===== config.mk =====
export PLATFORM = sky130hd
export DESIGN_NAME = json_string_escaper_utf8
export DESIGN_NICKNAME = d
export VERILOG_FILES = /design/src/design/jse_pkg.sv /design/src/design/jse_dp.sv /design/src/design/jse_ctrl.sv /design/src/design/json_string_escaper_utf8.sv
export SDC_FILE = /design/constraint.sdc
export NUM_CORES = 1
export LEC_CHECK = 0
export ABC_AREA = 0
export BUFFER_PORTS_ARGS = -buffer_cell sky130_fd_sc_hd__buf_4
export CORE_UTILIZATION = 30
export CTS_BUF_LIST = sky130_fd_sc_hd__clkbuf_8
export DETAILED_ROUTE_END_ITERATION = 7
export PLACE_DENSITY = 0.49
export SLEW_MARGIN = 0
export SYNTH_ARGS = -nofsm -noshare
export SYNTH_HDL_FRONTEND = slang
export SYNTH_SLANG_ARGS = --single-unit

===== constraint.sdc =====
create_clock -name clk_i -period 12.35 [get_ports clk_i]
set_input_delay 1.235 -clock clk_i [delete_from_list [all_inputs] [get_ports clk_i]]
set_output_delay 1.235 -clock clk_i [all_outputs]
set_load 0.005 [all_outputs]

===== src/design/jse_pkg.sv =====
// ----------------------------------------------------------------------------
// jse_pkg: shared types and helpers for the JSON string escaper
// Holds the symbol modes, the controller/datapath link structs and the
// functions that expand one symbol into its output bytes.
// ----------------------------------------------------------------------------
package jse_pkg;

  localparam logic [7:0] BSLASH  = 8'h5C;
  localparam logic [7:0] QUOTE   = 8'h22;
  localparam logic [7:0] CHAR_X  = 8'h78;
  localparam logic [7:0] ASCII_0 = 8'h30;

  // How one symbol (a held byte or the new byte) is written out.
  typedef enum logic [1:0] {
    SYM_NONE = 2'd0,
    SYM_RAW  = 2'd1,
    SYM_ESC  = 2'd2,
    SYM_HINT = 2'd3
  } sym_mode_e;

  typedef struct packed {
    logic       accept;
    logic       emit;
    logic       last;
    logic [1:0] idx;
    logic [2:0] pos;
  } jse_cmd_t;

  typedef struct packed {
    logic [1:0] hc;
    logic       new_none;
    logic [2:0] sym_len;
    logic       out_free;
  } jse_sts_t;

  function automatic logic is_escape(input logic [7:0] v);
    logic r;
    case (v)
      8'h08, 8'h0C, 8'h0A, 8'h0D, 8'h09, QUOTE, BSLASH: r = 1'b1;
      default: r = 1'b0;
    endcase
    return r;
  endfunction

  function automatic logic [7:0] esc_char(input logic [7:0] v);
    logic [7:0] r;
    case (v)
      8'h08:   r = 8'h62;
      8'h0C:   r = 8'h66;
      8'h0A:   r = 8'h6E;
      8'h0D:   r = 8'h72;
      8'h09:   r = 8'h74;
      default: r = v;
    endcase
    return r;
  endfunction

  // Announced sequence length of a lead byte, zero if it is no lead byte.
  function automatic logic [2:0] lead_len(input logic [7:0] v);
    logic [2:0] r;
    if (v[7:5] == 3'b110) begin
      r = 3'd2;
    end else if (v[7:4] == 4'b1110) begin
      r = 3'd3;
    end else if (v[7:3] == 5'b11110) begin
      r = 3'd4;
    end else begin
      r = 3'd0;
    end
    return r;
  endfunction

  // Treatment of a byte seen outside a sequence. SYM_NONE means it opens one.
  function automatic sym_mode_e fresh_kind(input logic [7:0] v);
    sym_mode_e r;
    if (is_escape(v)) begin
      r = SYM_ESC;
    end else if (v == 8'h00) begin
      r = SYM_HINT;
    end else if (!v[7]) begin
      r = SYM_RAW;
    end else if (lead_len(v) != 3'd0) begin
      r = SYM_NONE;
    end else begin
      r = SYM_HINT;
    end
    return r;
  endfunction

  function automatic logic [1:0] num_digits(input logic [7:0] v);
    logic [1:0] r;
    if (v >= 8'd100) begin
      r = 2'd3;
    end else if (v >= 8'd10) begin
      r = 2'd2;
    end else begin
      r = 2'd1;
    end
    return r;
  endfunction

  function automatic logic [2:0] sym_len(input sym_mode_e m, input logic [7:0] v);
    logic [2:0] r;
    case (m)
      SYM_RAW:  r = 3'd1;
      SYM_ESC:  r = 3'd2;
      SYM_HINT: r = 3'd3 + {1'b0, num_digits(v)};
      default:  r = 3'd0;
    endcase
    return r;
  endfunction

  // Output byte at position pos of the expansion of one symbol.
  function automatic logic [7:0] sym_byte(input sym_mode_e m, input logic [7:0] v,
                                          input logic [2:0] pos);
    logic [1:0]  hund;
    logic [7:0]  hsub;
    logic [6:0]  rem;
    logic [14:0] prod;
    logic [3:0]  tens;
    logic [6:0]  tsub;
    logic [3:0]  ones;
    logic [2:0]  j;
    logic [3:0]  dig;
    logic [7:0]  r;
    if (v >= 8'd200) begin
      hund = 2'd2;
      hsub = 8'd200;
    end else if (v >= 8'd100) begin
      hund = 2'd1;
      hsub = 8'd100;
    end else begin
      hund = 2'd0;
      hsub = 8'd0;
    end
    rem  = 7'(v - hsub);
    // rem stays below 100, where multiplying by 205/2048 gives rem / 10 exactly.
    prod = 15'(rem) * 15'd205;
    tens = prod[14:11];
    tsub = 7'(tens) * 7'd10;
    ones = 4'(rem - tsub);
    j    = pos - {1'b0, num_digits(v)};
    case (j)
      3'd0:    dig = {2'b00, hund};
      3'd1:    dig = tens;
      default: dig = ones;
    endcase
    case (m)
      SYM_RAW: begin
        r = v;
      end
      SYM_ESC: begin
        r = (pos == 3'd0) ? BSLASH : esc_char(v);
      end
      SYM_HINT: begin
        if (pos <= 3'd1) begin
          r = BSLASH;
        end else if (pos == 3'd2) begin
          r = CHAR_X;
        end else begin
          r = ASCII_0 + {4'd0, dig};
        end
      end
      default: begin
        r = v;
      end
    endcase
    return r;
  endfunction

endpackage


===== src/design/jse_dp.sv =====
// ----------------------------------------------------------------------------
// jse_dp: escaper datapath
// Keeps the open UTF-8 sequence, plans the symbols of each item and drives
// the output byte register.
// ----------------------------------------------------------------------------
module jse_dp import jse_pkg::*; (
  input  logic       clk_i,
  input  logic       rst_ni,
  input  logic [7:0] in_byte_i,
  input  logic       in_final_i,
  input  jse_cmd_t   cmd_i,
  output jse_sts_t   sts_o,
  output logic       m_tvalid_o,
  input  logic       m_tready_i,
  output logic [7:0] m_tdata_o,
  output logic       m_tuser_o,
  output logic       m_tlast_o
);

  // Open sequence, lead byte first.
  logic [7:0] pend_q [3];
  logic [1:0] pc_q, pc_d;
  logic [2:0] sl_q, sl_d;
  logic       pend_we;

  // Plan of the item being written out.
  logic [7:0] ebuf_q [3];
  logic [7:0] nb_q;
  logic       fin_q;
  logic [1:0] hc_q, hc_d;
  sym_mode_e  held_q, held_d;
  sym_mode_e  nk_q, nk_d;

  logic       cont;
  sym_mode_e  fk;
  logic [2:0] ll;

  logic [7:0] sym_v;
  sym_mode_e  sym_m;

  logic       ov_q;
  logic [7:0] od_q;
  logic       ol_q;
  logic       oe_q;

  always_comb begin
    cont    = (in_byte_i[7:6] == 2'b10);
    fk      = fresh_kind(in_byte_i);
    ll      = lead_len(in_byte_i);
    pc_d    = pc_q;
    sl_d    = sl_q;
    pend_we = 1'b0;
    hc_d    = pc_q;
    held_d  = SYM_HINT;
    nk_d    = fk;
    if ((pc_q != 2'd0) && cont) begin
      if (({1'b0, pc_q} + 3'd1) >= sl_q) begin
        // Sequence complete: held bytes and this one pass through.
        held_d = SYM_RAW;
        nk_d   = SYM_RAW;
        pc_d   = 2'd0;
        sl_d   = 3'd0;
      end else if (in_final_i) begin
        nk_d = SYM_HINT;
        pc_d = 2'd0;
        sl_d = 3'd0;
      end else begin
        pend_we = 1'b1;
        hc_d    = 2'd0;
        nk_d    = SYM_NONE;
        pc_d    = pc_q + 2'd1;
      end
    end else begin
      // Held bytes, if any, are a broken sequence; this byte starts afresh.
      pc_d = 2'd0;
      sl_d = 3'd0;
      if (fk == SYM_NONE) begin
        if (in_final_i) begin
          nk_d = SYM_HINT;
        end else begin
          pend_we = 1'b1;
          pc_d    = 2'd1;
          sl_d    = ll;
        end
      end
    end
  end

  always_ff @(posedge clk_i) begin
    if (cmd_i.accept && pend_we) begin
      if (fk == SYM_NONE && !cont) begin
        pend_q[0] <= in_byte_i;
      end else begin
        pend_q[pc_q] <= in_byte_i;
      end
    end
  end

  always_ff @(posedge clk_i) begin
    if (cmd_i.accept) begin
      ebuf_q[0] <= pend_q[0];
      ebuf_q[1] <= pend_q[1];
      ebuf_q[2] <= pend_q[2];
      nb_q      <= in_byte_i;
      fin_q     <= in_final_i;
    end
  end

  always_ff @(posedge clk_i or negedge rst_ni) begin
    if (!rst_ni) begin
      pc_q   <= 2'd0;
      sl_q   <= 3'd0;
      hc_q   <= 2'd0;
      held_q <= SYM_NONE;
      nk_q   <= SYM_NONE;
    end else if (cmd_i.accept) begin
      pc_q   <= pc_d;
      sl_q   <= sl_d;
      hc_q   <= hc_d;
      held_q <= held_d;
      nk_q   <= nk_d;
    end
  end

  always_comb begin
    if (cmd_i.idx < hc_q) begin
      sym_v = ebuf_q[cmd_i.idx];
      sym_m = held_q;
    end else begin
      sym_v = nb_q;
      sym_m = nk_q;
    end
  end

  always_ff @(posedge clk_i or negedge rst_ni) begin
    if (!rst_ni) begin
      ov_q <= 1'b0;
    end else if (cmd_i.emit) begin
      ov_q <= 1'b1;
    end else if (m_tready_i) begin
      ov_q <= 1'b0;
    end
  end

  always_ff @(posedge clk_i) begin
    if (cmd_i.emit) begin
      od_q <= sym_byte(sym_m, sym_v, cmd_i.pos);
      ol_q <= cmd_i.last;
      oe_q <= cmd_i.last && fin_q;
    end
  end

  assign sts_o.hc       = hc_q;
  assign sts_o.new_none = (nk_q == SYM_NONE);
  assign sts_o.sym_len  = sym_len(sym_m, sym_v);
  assign sts_o.out_free = !ov_q || m_tready_i;

  assign m_tvalid_o = ov_q;
  assign m_tdata_o  = od_q;
  assign m_tuser_o  = ol_q;
  assign m_tlast_o  = oe_q;

endmodule


===== src/design/jse_ctrl.sv =====
// ----------------------------------------------------------------------------
// jse_ctrl: escaper controller
// Takes an item when idle, then walks the planned symbols and the bytes of
// each symbol, one output byte per cycle while the output register is free.
// ----------------------------------------------------------------------------
module jse_ctrl import jse_pkg::*; (
  input  logic     clk_i,
  input  logic     rst_ni,
  input  logic     s_tvalid_i,
  output logic     s_tready_o,
  input  jse_sts_t sts_i,
  output jse_cmd_t cmd_o
);

  localparam logic ST_IDLE = 1'b0;
  localparam logic ST_EMIT = 1'b1;

  logic       state_q, state_d;
  logic [1:0] idx_q, idx_d;
  logic [2:0] pos_q, pos_d;
  logic       done;
  logic       sym_end;
  logic       last;

  always_comb begin
    done    = (idx_q == sts_i.hc) && sts_i.new_none;
    sym_end = (pos_q == (sts_i.sym_len - 3'd1));
    last    = sym_end && ((idx_q == sts_i.hc) ||
              (({1'b0, idx_q} + 3'd1 == {1'b0, sts_i.hc}) && sts_i.new_none));
    state_d      = state_q;
    idx_d        = idx_q;
    pos_d        = pos_q;
    cmd_o.accept = 1'b0;
    cmd_o.emit   = 1'b0;
    cmd_o.last   = last;
    cmd_o.idx    = idx_q;
    cmd_o.pos    = pos_q;
    unique case (state_q)
      ST_IDLE: begin
        cmd_o.accept = s_tvalid_i;
        if (s_tvalid_i) begin
          state_d = ST_EMIT;
          idx_d   = 2'd0;
          pos_d   = 3'd0;
        end
      end
      ST_EMIT: begin
        if (done) begin
          state_d = ST_IDLE;
        end else if (sts_i.out_free) begin
          cmd_o.emit = 1'b1;
          if (last) begin
            state_d = ST_IDLE;
          end else if (sym_end) begin
            idx_d = idx_q + 2'd1;
            pos_d = 3'd0;
          end else begin
            pos_d = pos_q + 3'd1;
          end
        end
      end
      default: begin
        state_d = ST_IDLE;
      end
    endcase
  end

  assign s_tready_o = (state_q == ST_IDLE);

  always_ff @(posedge clk_i or negedge rst_ni) begin
    if (!rst_ni) begin
      state_q <= ST_IDLE;
      idx_q   <= 2'd0;
      pos_q   <= 3'd0;
    end else begin
      state_q <= state_d;
      idx_q   <= idx_d;
      pos_q   <= pos_d;
    end
  end

  // A byte is only written into a free output register.
  a_emit_free: assert property (@(posedge clk_i) disable iff (!rst_ni)
    cmd_o.emit |-> sts_i.out_free)
    else $error("byte written into an occupied output register");

  // The walk never passes the new byte's slot.
  a_idx_range: assert property (@(posedge clk_i) disable iff (!rst_ni)
    (state_q == ST_EMIT) |-> (idx_q <= sts_i.hc))
    else $error("symbol index beyond the planned symbols");

  // Inside a symbol the byte position stays below its length.
  a_pos_range: assert property (@(posedge clk_i) disable iff (!rst_ni)
    (state_q == ST_EMIT && !done) |-> (pos_q < sts_i.sym_len))
    else $error("byte position beyond the symbol length");

  // The last byte of an item brings the controller back to idle.
  a_last_idle: assert property (@(posedge clk_i) disable iff (!rst_ni)
    (cmd_o.emit && cmd_o.last) |=> (state_q == ST_IDLE))
    else $error("controller kept emitting after the last byte of an item");

endmodule


===== src/design/json_string_escaper_utf8.sv =====
// ----------------------------------------------------------------------------
// json_string_escaper_utf8: JSON string escaper with UTF-8 checking
// Escapes a byte stream for use inside a JSON string, one input byte per
// item, and writes out bad UTF-8 bytes as decimal hints.
// ----------------------------------------------------------------------------
// The block takes one text byte per input item (tlast marks the final byte
// of a text) and gives the escaped bytes one per output item. Backspace,
// form feed, newline, carriage return and tab become a backslash and a
// letter; a quote or a backslash gets a leading backslash. ASCII and
// well-formed two- to four-byte UTF-8 sequences pass unchanged, with no
// overlong or surrogate check. A bad byte (a stray continuation byte, a lead
// byte F8 to FF, a NUL byte, or each byte of a broken or truncated sequence)
// is written as two backslashes, 'x' and its decimal value. Bytes of an open
// sequence are held back until it completes, breaks or the text ends. An item
// is taken while the block is idle; its output bytes then go one per cycle
// into the single output byte register while that register is free, up to
// 24 bytes per item, at most 6 per byte held or new. The next item is taken
// as soon as the last byte of the previous one sits in the output register,
// even while the downstream side stalls. On the output, tuser is high on the
// last byte caused by an item and tlast on the last byte of a whole text.
// ----------------------------------------------------------------------------
module json_string_escaper_utf8 import jse_pkg::*; (
  input  logic       clk_i,
  input  logic       rst_ni,
  input  logic       s_tvalid_i,
  output logic       s_tready_o,
  input  logic [7:0] s_tdata_i,   // [7:0] in_byte
  input  logic       s_tlast_i,   // in_final
  output logic       m_tvalid_o,
  input  logic       m_tready_i,
  output logic [7:0] m_tdata_o,   // [7:0] out_byte
  output logic       m_tuser_o,   // [0] out_run_last
  output logic       m_tlast_o    // out_text_end
);

  // Commands from the controller and status back from the datapath.
  jse_cmd_t cmd;
  jse_sts_t sts;

  // The controller owns the input handshake and the symbol walk.
  jse_ctrl u_ctrl (
    .clk_i      (clk_i),
    .rst_ni     (rst_ni),
    .s_tvalid_i (s_tvalid_i),
    .s_tready_o (s_tready_o),
    .sts_i      (sts),
    .cmd_o      (cmd)
  );

  // The datapath holds the open sequence, the plan of the current item and
  // the output register that decouples the two sides.
  jse_dp u_dp (
    .clk_i      (clk_i),
    .rst_ni     (rst_ni),
    .in_byte_i  (s_tdata_i),
    .in_final_i (s_tlast_i),
    .cmd_i      (cmd),
    .sts_o      (sts),
    .m_tvalid_o (m_tvalid_o),
    .m_tready_i (m_tready_i),
    .m_tdata_o  (m_tdata_o),
    .m_tuser_o  (m_tuser_o),
    .m_tlast_o  (m_tlast_o)
  );

endmodule


==> results of run 1 <==
cells by family (layout without fill, tap and decap cells):
family / after synthesis / after routing
XOR/XNOR: 17 / 17
adder cells (fa/ha/maj): 63 / 63
buffers and inverters: 48 / 80
multiplexers: 13 / 13
AND/OR/NAND/NOR: 118 / 118
AO/OA/AOI/OAI: 98 / 98
flip-flops: 85 / 85
sequential cells by signal (all words and copies together) (netlist names):
name	cells
u_ctrl.idx_q	2
u_ctrl.pos_q	3
u_ctrl.state_q	1
u_dp.ebuf_q	24
u_dp.fin_q	1
u_dp.hc_q	2
u_dp.held_q	2
u_dp.m_tdata_o	8
u_dp.m_tlast_o	1
u_dp.m_tuser_o	1
u_dp.m_tvalid_o	1
u_dp.nb_q	8
u_dp.nk_q	2
u_dp.pc_q	2
u_dp.pend_q	24
u_dp.sl_q	3
critical path: cells and delay by family, from the launching register on:
kind	cells	cell delay, ns
adder cells (fa/ha/maj)	10	3.32
flip-flops	1	0.67
AO/OA/AOI/OAI	5	1.30
XOR/XNOR	6	1.18
buffers and inverters	3	0.24
multiplexers	1	0.58
AND/OR/NAND/NOR	6	1.06
final cells by class:
class                           instances  area [µm²]
Tap cell                              220         275
Inverter                               39         146
Fill cell                            1681       10900
Clock buffer                            9         124
Sequential cell                        85        2460
Timing Repair Buffer                   25         188
Clock inverter                          7        57.6
Multi-Input combinational cell        309        2430
worst min path at each step:
stage | end | slack (ns) | depth (start not counted)
floorplan | u_dp.ebuf_q[0][0]$_DFFE_PP_ | 0.40 | 0
global placement | u_dp.ebuf_q[2][2]$_DFFE_PP_ | 0.40 | 0
detailed placement | u_dp.ebuf_q[0][7]$_DFFE_PP_ | 0.40 | 0
CTS | u_dp.ebuf_q[0][7]$_DFFE_PP_ | 0.42 | 0
global route | u_dp.ebuf_q[0][7]$_DFFE_PP_ | 0.43 | 0
finish | u_dp.ebuf_q[1][2]$_DFFE_PP_ | 0.42 | 0
layer usage:
metal,part of all wire,vias to the layer above,GRT usage
met2,0.47,44,0.213
met3,0.030,8,0.0258
met4,0.0095,0,0.0415
met1,0.49,1599,0.175
met5,0,-,0
li1,-,1658,-
stage by stage:
step           std cells  cell area [µm²]  worst slack [ns]
3_3_place_gp         678             5510              3.95
2_1_floorplan        442             5090              4.73
3_5_place_dp         678             5510              3.69
4_1_cts              694             5690              3.65
6_report             694             5690              3.72
5_1_grt              694             5690              2.97
cell usage in the layout, fill, tap and decap left out, drive strengths merged, types with 8 or more instances in the layout:
cell type / count
xor2: 8
xnor2: 9
o21ai: 27
inv: 43
nand3: 9
nand2: 40
clkbuf: 9
a21oi: 24
nor2: 26
dfrtp: 18
fa: 11
buf: 25
mux2i: 12
ha: 52
edfxtp: 67
==> metrics.yaml, run 1 <==
slowest_delay_ns: 0.67
synth_top_area_cell: "edfxtp_1"
clock-root-buffer: "clkbuf_8"
synth-simple-area-share: 0.115
fp-row-count: 47
ff2ff_path_depth: 31
cts_setup_buffers: 0
portBuffers: 24
rsz0062_at_grt: "no"
ys_types: 62
synth_edf_count: 67
cts_buffer_depth: 2
avgSynthCellArea_um2: 11.5
crit_arrival_ns: 8.74
rrSetupSlack_ns: 3.72
drive_above_1_share: 0.124
start_util: 0.307
clk_pin_slew_worst_paths_ns: 0.09
cp.required_ns: 12.46
hold_violations: 0
hpwlAfterDp_um: 7970
max-slew-margin-rel: 0.305
critical_path.most_common_cell: "ha_1"
ant_nets: 0
insertion_delay_ns: 0.37
drt_pass1_iterations: 4
hold_slack_ns: 0.424
cts_max_level: 3
synthMuxAreaShare: 0.0283
min_period_over_period: 0.699
overflow: 0
area.growth.synth_to_final_pct: 11.8
crit_type: "flop to flop"
nets: 545
worst_slew_pin_slew_ns: 1.04
die-area_um2: 17500
ys_async_sr_fraction: 0.212
finClkSkew_ns: 0.0178
yosys-top-cells-count: "edfxtp_1, ha_1, nand2_1, inv_1, o21ai_0"
maxSlewViolCount: 0
grt_pass1_wl_um: 17900
cp-start-kind: "flop"
fp.dieH_um: 132
routedWlPerCell_um: 15.0
tns_ns: 0
cts_resized: 0
cts_tree: "built"
synth_top_family_by_area: "adder cells"
max_cap_viol_count: 0
grt_pass1_vias: 3530
end_kind: "flop"
ys_warn_count: 0
cts_made_buffers: 9
netlist_top_cells_area: "edfxtp_1, ha_1, dfrtp_1"
synth_xor_area_frac: 0.0293
crit_path_start: "u_ctrl.idx_q[0]$_DFFE_PN0P_"
track_usage: 0.131
layout_min_cycle_time_ns: 8.63
cts_sinks: 85
synth_top_area_share: 0.395
antenna_cells: 0
hold_start: "u_dp.pend_q[1][2]$_DFFE_PP_"
syn_area_um2: 5090
syn-num-nets: 518
worstSetupEndpoint: "u_dp.m_tdata_o[3]$_DFFE_PP_"
grt_max_degree: 27
r2r_start: "u_ctrl.idx_q[0]$_DFFE_PN0P_"
synth_cells: 442
routabilityCongestion: 0.814
antenna_found_initial: 0
r2r_end: "u_dp.m_tdata_o[3]$_DFFE_PP_"
fin_util: 0.343
cp_slowest_cell: "dfrtp_1"
cts_hold_buf: 0
die_x_um: 132
drtIter0Drc: 152
synth.most_common_cell: "edfxtp_1"
fmax_mhz: 116
ios: 25
yosysSeqAreaShare: 0.484
status: "completed"
synth-adder-area-share: 0.171
synth_compound_area_frac: 0.135
hp-class: "flop to flop"
num_vias: 3309
drc_errors: 0
ys_ff_latch: 85
worstPathMaxFanout: 12
avgViaCountPerCell: 4.77
ys.flop_type: "edfxtp_1"
setup_viol: 0
core-area_um2: 16600
wl_um: 10400
Power of run 1 is left out: the tool's default activity adds up to more than one toggle a clock period on the data nets, which glitch-free logic cannot reach.
==> run 2, diff against run 1 <==
--- a/config.mk
+++ b/config.mk
@@ -10,7 +10,7 @@
 export CORE_UTILIZATION = 30
 export CTS_BUF_LIST = sky130_fd_sc_hd__clkbuf_8
 export DETAILED_ROUTE_END_ITERATION = 7
-export PLACE_DENSITY = 0.49
+export PLACE_DENSITY = 0.5
 export SLEW_MARGIN = 0
 export SYNTH_ARGS = -nofsm -noshare
 export SYNTH_HDL_FRONTEND = slang
==> constraint.sdc (replaced) <==
create_clock -name clk_i -period 7 [get_ports clk_i]
set_input_delay 0.7 -clock clk_i [delete_from_list [all_inputs] [get_ports clk_i]]
set_output_delay 0.7 -clock clk_i [all_outputs]
set_load 0.005 [all_outputs]
==> run 2 against run 1 <==
Against the previous run:
- the run now ends with setup timing left
- critical path type unchanged
- critical endpoint unchanged
- hold slack got worse by 0.23 ns
- first-iteration DRC count rose by 26%
- largest cell class is now multi-input gates
- core utilization rose by 4.5 points
==> metrics.yaml, run 2 (synthesis gave the netlist of run 1 again) <==
instances_no_fill: 753
cts_max_level: 3
die_x_um: 132
cp-start-kind: "flop"
largestRegisters: "u_dp.ebuf_q (24), u_dp.pend_q (24)"
rsz0062_at_grt: "yes"
maxSlewViolCount: 0
ant_nets: 0
hpwlAfterDp_um: 7910
slowest_delay_ns: 0.60
crit_arrival_ns: 7.28
crit_type: "flop to flop"
routedWlPerCell_um: 14.0
cts_made_buffers: 9
r2r_start: "u_dp.hc_q[1]$_DFFE_PN0P_"
violations: "setup timing"
layout_min_cycle_time_ns: 7.18
portBuffers: 24
start_util: 0.307
grt_pass1_vias: 3480
min_period_over_period: 1.03
setup_ws_ns: -0.175
ff2ff_path_depth: 34
avgViaCountPerCell: 4.72
core-area_um2: 16600
area.growth.synth_to_final_pct: 26.6
hp-class: "input port to asynchronous set/reset pin"
ios: 25
fmax_mhz: 139
fin_util: 0.388
clock-root-buffer: "clkbuf_8"
drc_errors: 0
grt_pass1_wl_um: 17500
cts_hold_buf: 0
final_common_cell: "buf_4"
cp.required_ns: 7.10
clk_pin_slew_worst_paths_ns: 0.10
drt_pass1_iterations: 4
finClkSkew_ns: 0.0157
nets: 604
end_kind: "flop"
setup_viol: 1
n_fill_cell: 1638
drive_above_1_share: 0.293
cts_tree: "built"
worstPathMaxFanout: 4
post-place-cells: 720
drtIter0Drc: 191
antenna_cells: 0
hold_violations: 0
num_vias: 3552
routabilityCongestion: 0.778
worst_slew_pin_slew_ns: 1.06
cp_slowest_cell: "fa_1"
grt_max_degree: 45
critical_path.most_common_cell: "ha_4"
most-common-layout-cells: "buf_4, edfxtp_1, nand2_1, ha_1, inv_1"
antenna_found_initial: 0
die-area_um2: 17500
cts_sinks: 85
cts_buffer_depth: 2
max-slew-margin-rel: 0.293
wl_um: 10600
fp.dieH_um: 132
max_cap_viol_count: 0
insertion_delay_ns: 0.36
status: "finished with violations"
r2r_end: "u_dp.m_tdata_o[3]$_DFFE_PP_"
overflow: 0
track_usage: 0.126
rrSetupSlack_ns: -0.18
fp-row-count: 47
==> run 2: repair_timing <==
action,in CTS,in global routing
pin swaps,19,23
setup endpoints to repair,2,2
setup buffers,9,8
gates resized for setup,13,17
==> run 2: how the worst max path moves through the flow <==
stage	start	slack, ns	endpoint	cells past startpoint
6_report	u_dp.hc_q[1]$_DFFE_PN0P_	-0.18	u_dp.m_tdata_o[3]$_DFFE_PP_	34
5_1_grt	u_dp.hc_q[1]$_DFFE_PN0P_	-0.46	u_dp.m_tdata_o[3]$_DFFE_PP_	34
4_1_cts	u_ctrl.idx_q[1]$_DFFE_PN0P_	-0.16	u_dp.m_tdata_o[3]$_DFFE_PP_	34
3_5_place_dp	u_dp.hc_q[1]$_DFFE_PN0P_	-0.41	u_dp.m_tdata_o[3]$_DFFE_PP_	35
3_3_place_gp	u_dp.hc_q[1]$_DFFE_PN0P_	-0.25	u_dp.m_tdata_o[3]$_DFFE_PP_	34
2_1_floorplan	u_ctrl.idx_q[1]$_DFFE_PN0P_	-0.1	u_dp.m_tdata_o[3]$_DFFE_PP_	32
==> run 2: layout make-up <==
type	count	area, µm²	area share
Multi-Input combinational cell	309	2700	0.420
Tap cell	220	275	0.0427
Sequential cell	85	2460	0.382
Clock inverter	7	78.8	0.0122
Clock buffer	9	124	0.0192
Inverter	39	146	0.0227
Timing Repair Buffer	84	651	0.101
==> run 2: stage by stage <==
step	setup WS [ns]	hold WS (ns)	cell area [µm²]	setup TNS, ns
floorplan	-0.0998	0.400	5180	-0.0998
global placement	-0.250	0.401	5920	-0.250
detailed placement	-0.415	0.405	5920	-0.486
CTS	-0.160	0.182	6240	-0.160
global route	-0.458	0.181	6440	-0.561
finish	-0.175	0.191	6440	-0.175
==> run 2: worst max-delay path, delay by kind of cell (launching register included) <==
family / cells / cell delay, ns
flops: 1 / 0.39
buf+inv: 3 / 0.37
compound gates: 7 / 1.07
fa+ha+maj: 10 / 3.01
simple gates: 7 / 0.81
mux: 1 / 0.30
xor+xnor: 6 / 0.98
==> run 2: layer usage <==
| layer | vias up | track usage | part of all wire |
|---|---|---|---|
| li1 | 1773 | - | - |
| met5 | - | 0 | 0 |
| met2 | 44 | 0.206 | 0.50 |
| met3 | 4 | 0.0265 | 0.025 |
| met4 | 0 | 0.0307 | 0.0060 |
| met1 | 1731 | 0.171 | 0.47 |
Power of run 2 is left out for the same reason.
==> run 3, diff against run 2 <==
--- a/config.mk
+++ b/config.mk
@@ -6,11 +6,11 @@
 export NUM_CORES = 1
 export LEC_CHECK = 0
 export ABC_AREA = 0
-export BUFFER_PORTS_ARGS = -buffer_cell sky130_fd_sc_hd__buf_4
 export CORE_UTILIZATION = 30
 export CTS_BUF_LIST = sky130_fd_sc_hd__clkbuf_8
 export DETAILED_ROUTE_END_ITERATION = 7
-export PLACE_DENSITY = 0.5
+export DONT_BUFFER_PORTS = 1
+export PLACE_DENSITY = 0.49
 export SLEW_MARGIN = 0
 export SYNTH_ARGS = -nofsm -noshare
 export SYNTH_HDL_FRONTEND = slang
==> run 3 against run 2 <==
Against the previous run:
- the flow still finishes with violations (setup timing)
- critical path depth unchanged
- via count shrank 2.9%
- count of clock-buffer cells in the layout is the same
- wire length increased by 2.4%
- clock skew is 0.0066 ns lower
- non-clock buffer count fell by 24
- die area stayed put
- flip-flop and latch count stayed put
- design area is 2.5% lower
- core utilization shrank 0.99 points
- critical endpoint unchanged
- largest cell class unchanged
- highest routed layer unchanged
==> metrics.yaml, run 3 (synthesis gave the netlist of run 1 again) <==
die-area_um2: 17500
cp.required_ns: 7.13
hold_violations: 0
die_x_um: 132
end_kind: "flop"
layout_min_cycle_time_ns: 7.21
grt_max_degree: 45
hpwlAfterDp_um: 8090
cts_made_buffers: 9
crit_buf_inv: 4
cts_tree: "built"
largestRegisters: "u_dp.ebuf_q (24), u_dp.pend_q (24)"
drive_above_1_share: 0.253
wl_um: 10800
finClkSkew_ns: 0.00913
nets: 580
drt_pass1_iterations: 4
avgViaCountPerCell: 4.73
hp-class: "input port to flop"
setup_viol: 1
ant_nets: 0
fin_util: 0.378
clock-root-buffer: "clkbuf_8"
post-place-cells: 698
track_usage: 0.132
most-common-layout-cells: "edfxtp_1, buf_4, ha_1"
cp_slowest_cell: "fa_1"
setup_ws_ns: -0.208
worstPathMaxFanout: 5
rsz0062_at_grt: "yes"
max_cap_viol_count: 0
clk_pin_slew_worst_paths_ns: 0.10
num_vias: 3449
crit_arrival_ns: 7.33
crit_type: "flop to flop"
insertion_delay_ns: 0.37
portBuffers: 0
overflow: 0
worst_slew_pin_slew_ns: 1.06
grt_pass1_vias: 3661
cts_buffer_depth: 2
multi_input_area_um2: 2710
critical_path.most_common_cell: "ha_4"
slowest_delay_ns: 0.56
area.growth.synth_to_final_pct: 23.3
final_common_cell: "edfxtp_1"
max-slew-margin-rel: 0.293
fmax_mhz: 139
instances_no_fill: 729
cts_max_level: 3
drtIter0Drc: 187
antenna_found_initial: 0
grt_pass1_wl_um: 18200
core-area_um2: 16600
start_util: 0.307
path_delay_family: "adder cells"
status: "finished with violations"
drc_errors: 0
routedWlPerCell_um: 14.8
ios: 25
fp-row-count: 47
final-seq-area_um2: 2460
fp.dieH_um: 132
antenna_cells: 0
maxSlewViolCount: 0
place_ws_ns: -0.428
n_fill_cell: 1642
cp-start-kind: "flop"
routabilityCongestion: 0.815
violations: "setup timing"
cts_sinks: 85
min_period_over_period: 1.03
run 3: cell count changes in the layout (fill, tap and decap cells not counted), moves of 2 or more:
| cell | delta |
|---|---|
| dlygate4sd3_1 | +2 |
| buf_4 | -27 |
| inv_2 | -2 |
| clkinv_8 | +2 |
run 3: path summary, 6_finish.rpt:
kind / start / endpoint / slack (ns) / cells past startpoint
hold reg to reg: u_dp.pend_q[2][3]$_DFFE_PP_ / u_dp.ebuf_q[2][3]$_DFFE_PP_ / 0.43 / 0
min in group asynchronous: rst_ni / u_dp.sl_q[0]$_DFFE_PN0P_ / 0.60 / 1
hold / removal: s_tdata_i[2] / u_dp.pend_q[0][2]$_DFFE_PP_ / 0.42 / 0
setup / recovery: u_ctrl.idx_q[1]$_DFFE_PN0P_ / u_dp.m_tdata_o[3]$_DFFE_PP_ / -0.21 / 34
max in group asynchronous: rst_ni / u_dp.m_tvalid_o$_DFFE_PN0P_ / 5.77 / 1
setup reg to reg: u_ctrl.idx_q[1]$_DFFE_PN0P_ / u_dp.m_tdata_o[3]$_DFFE_PP_ / -0.21 / 34
run 3: timing repair:
item	4_1_cts	5_1_grt
gates cloned	0	0
resized for setup	11	19
hold buffers	1	1
endpoints found under the hold margin	4	14
buffers inserted	9	4
setup endpoints to repair	2	2
pin swaps	19	27
run 3: area by class of cell:
cell class | count | area share
Clock inverter | 7 | 0.0130
Tap cell | 220 | 0.0439
Inverter | 39 | 0.0233
Multi-Input combinational cell | 309 | 0.431
Sequential cell | 85 | 0.392
Timing Repair Buffer | 60 | 0.0764
Clock buffer | 9 | 0.0197
run 3: per-layer routing:
metal  part of all wire  global-route usage  vias up
li1                   -                   -     1724
met1               0.48               0.170     1662
met2               0.47               0.218       48
met3              0.034              0.0365       15
met4              0.015              0.0370        0
met5                  0                   0        -
run 3: per-stage QoR:
stage	setup TNS, ns	hold slack [ns]	area [µm²]
2_1_floorplan	-0.0998	0.400	5180
3_3_place_gp	-0.299	0.401	5750
6_report	-0.208	0.420	6280
5_1_grt	-0.685	0.388	6280
3_5_place_dp	-0.497	0.405	5750
4_1_cts	-0.168	0.000755	6090
Power of run 3 is left out for the same reason.
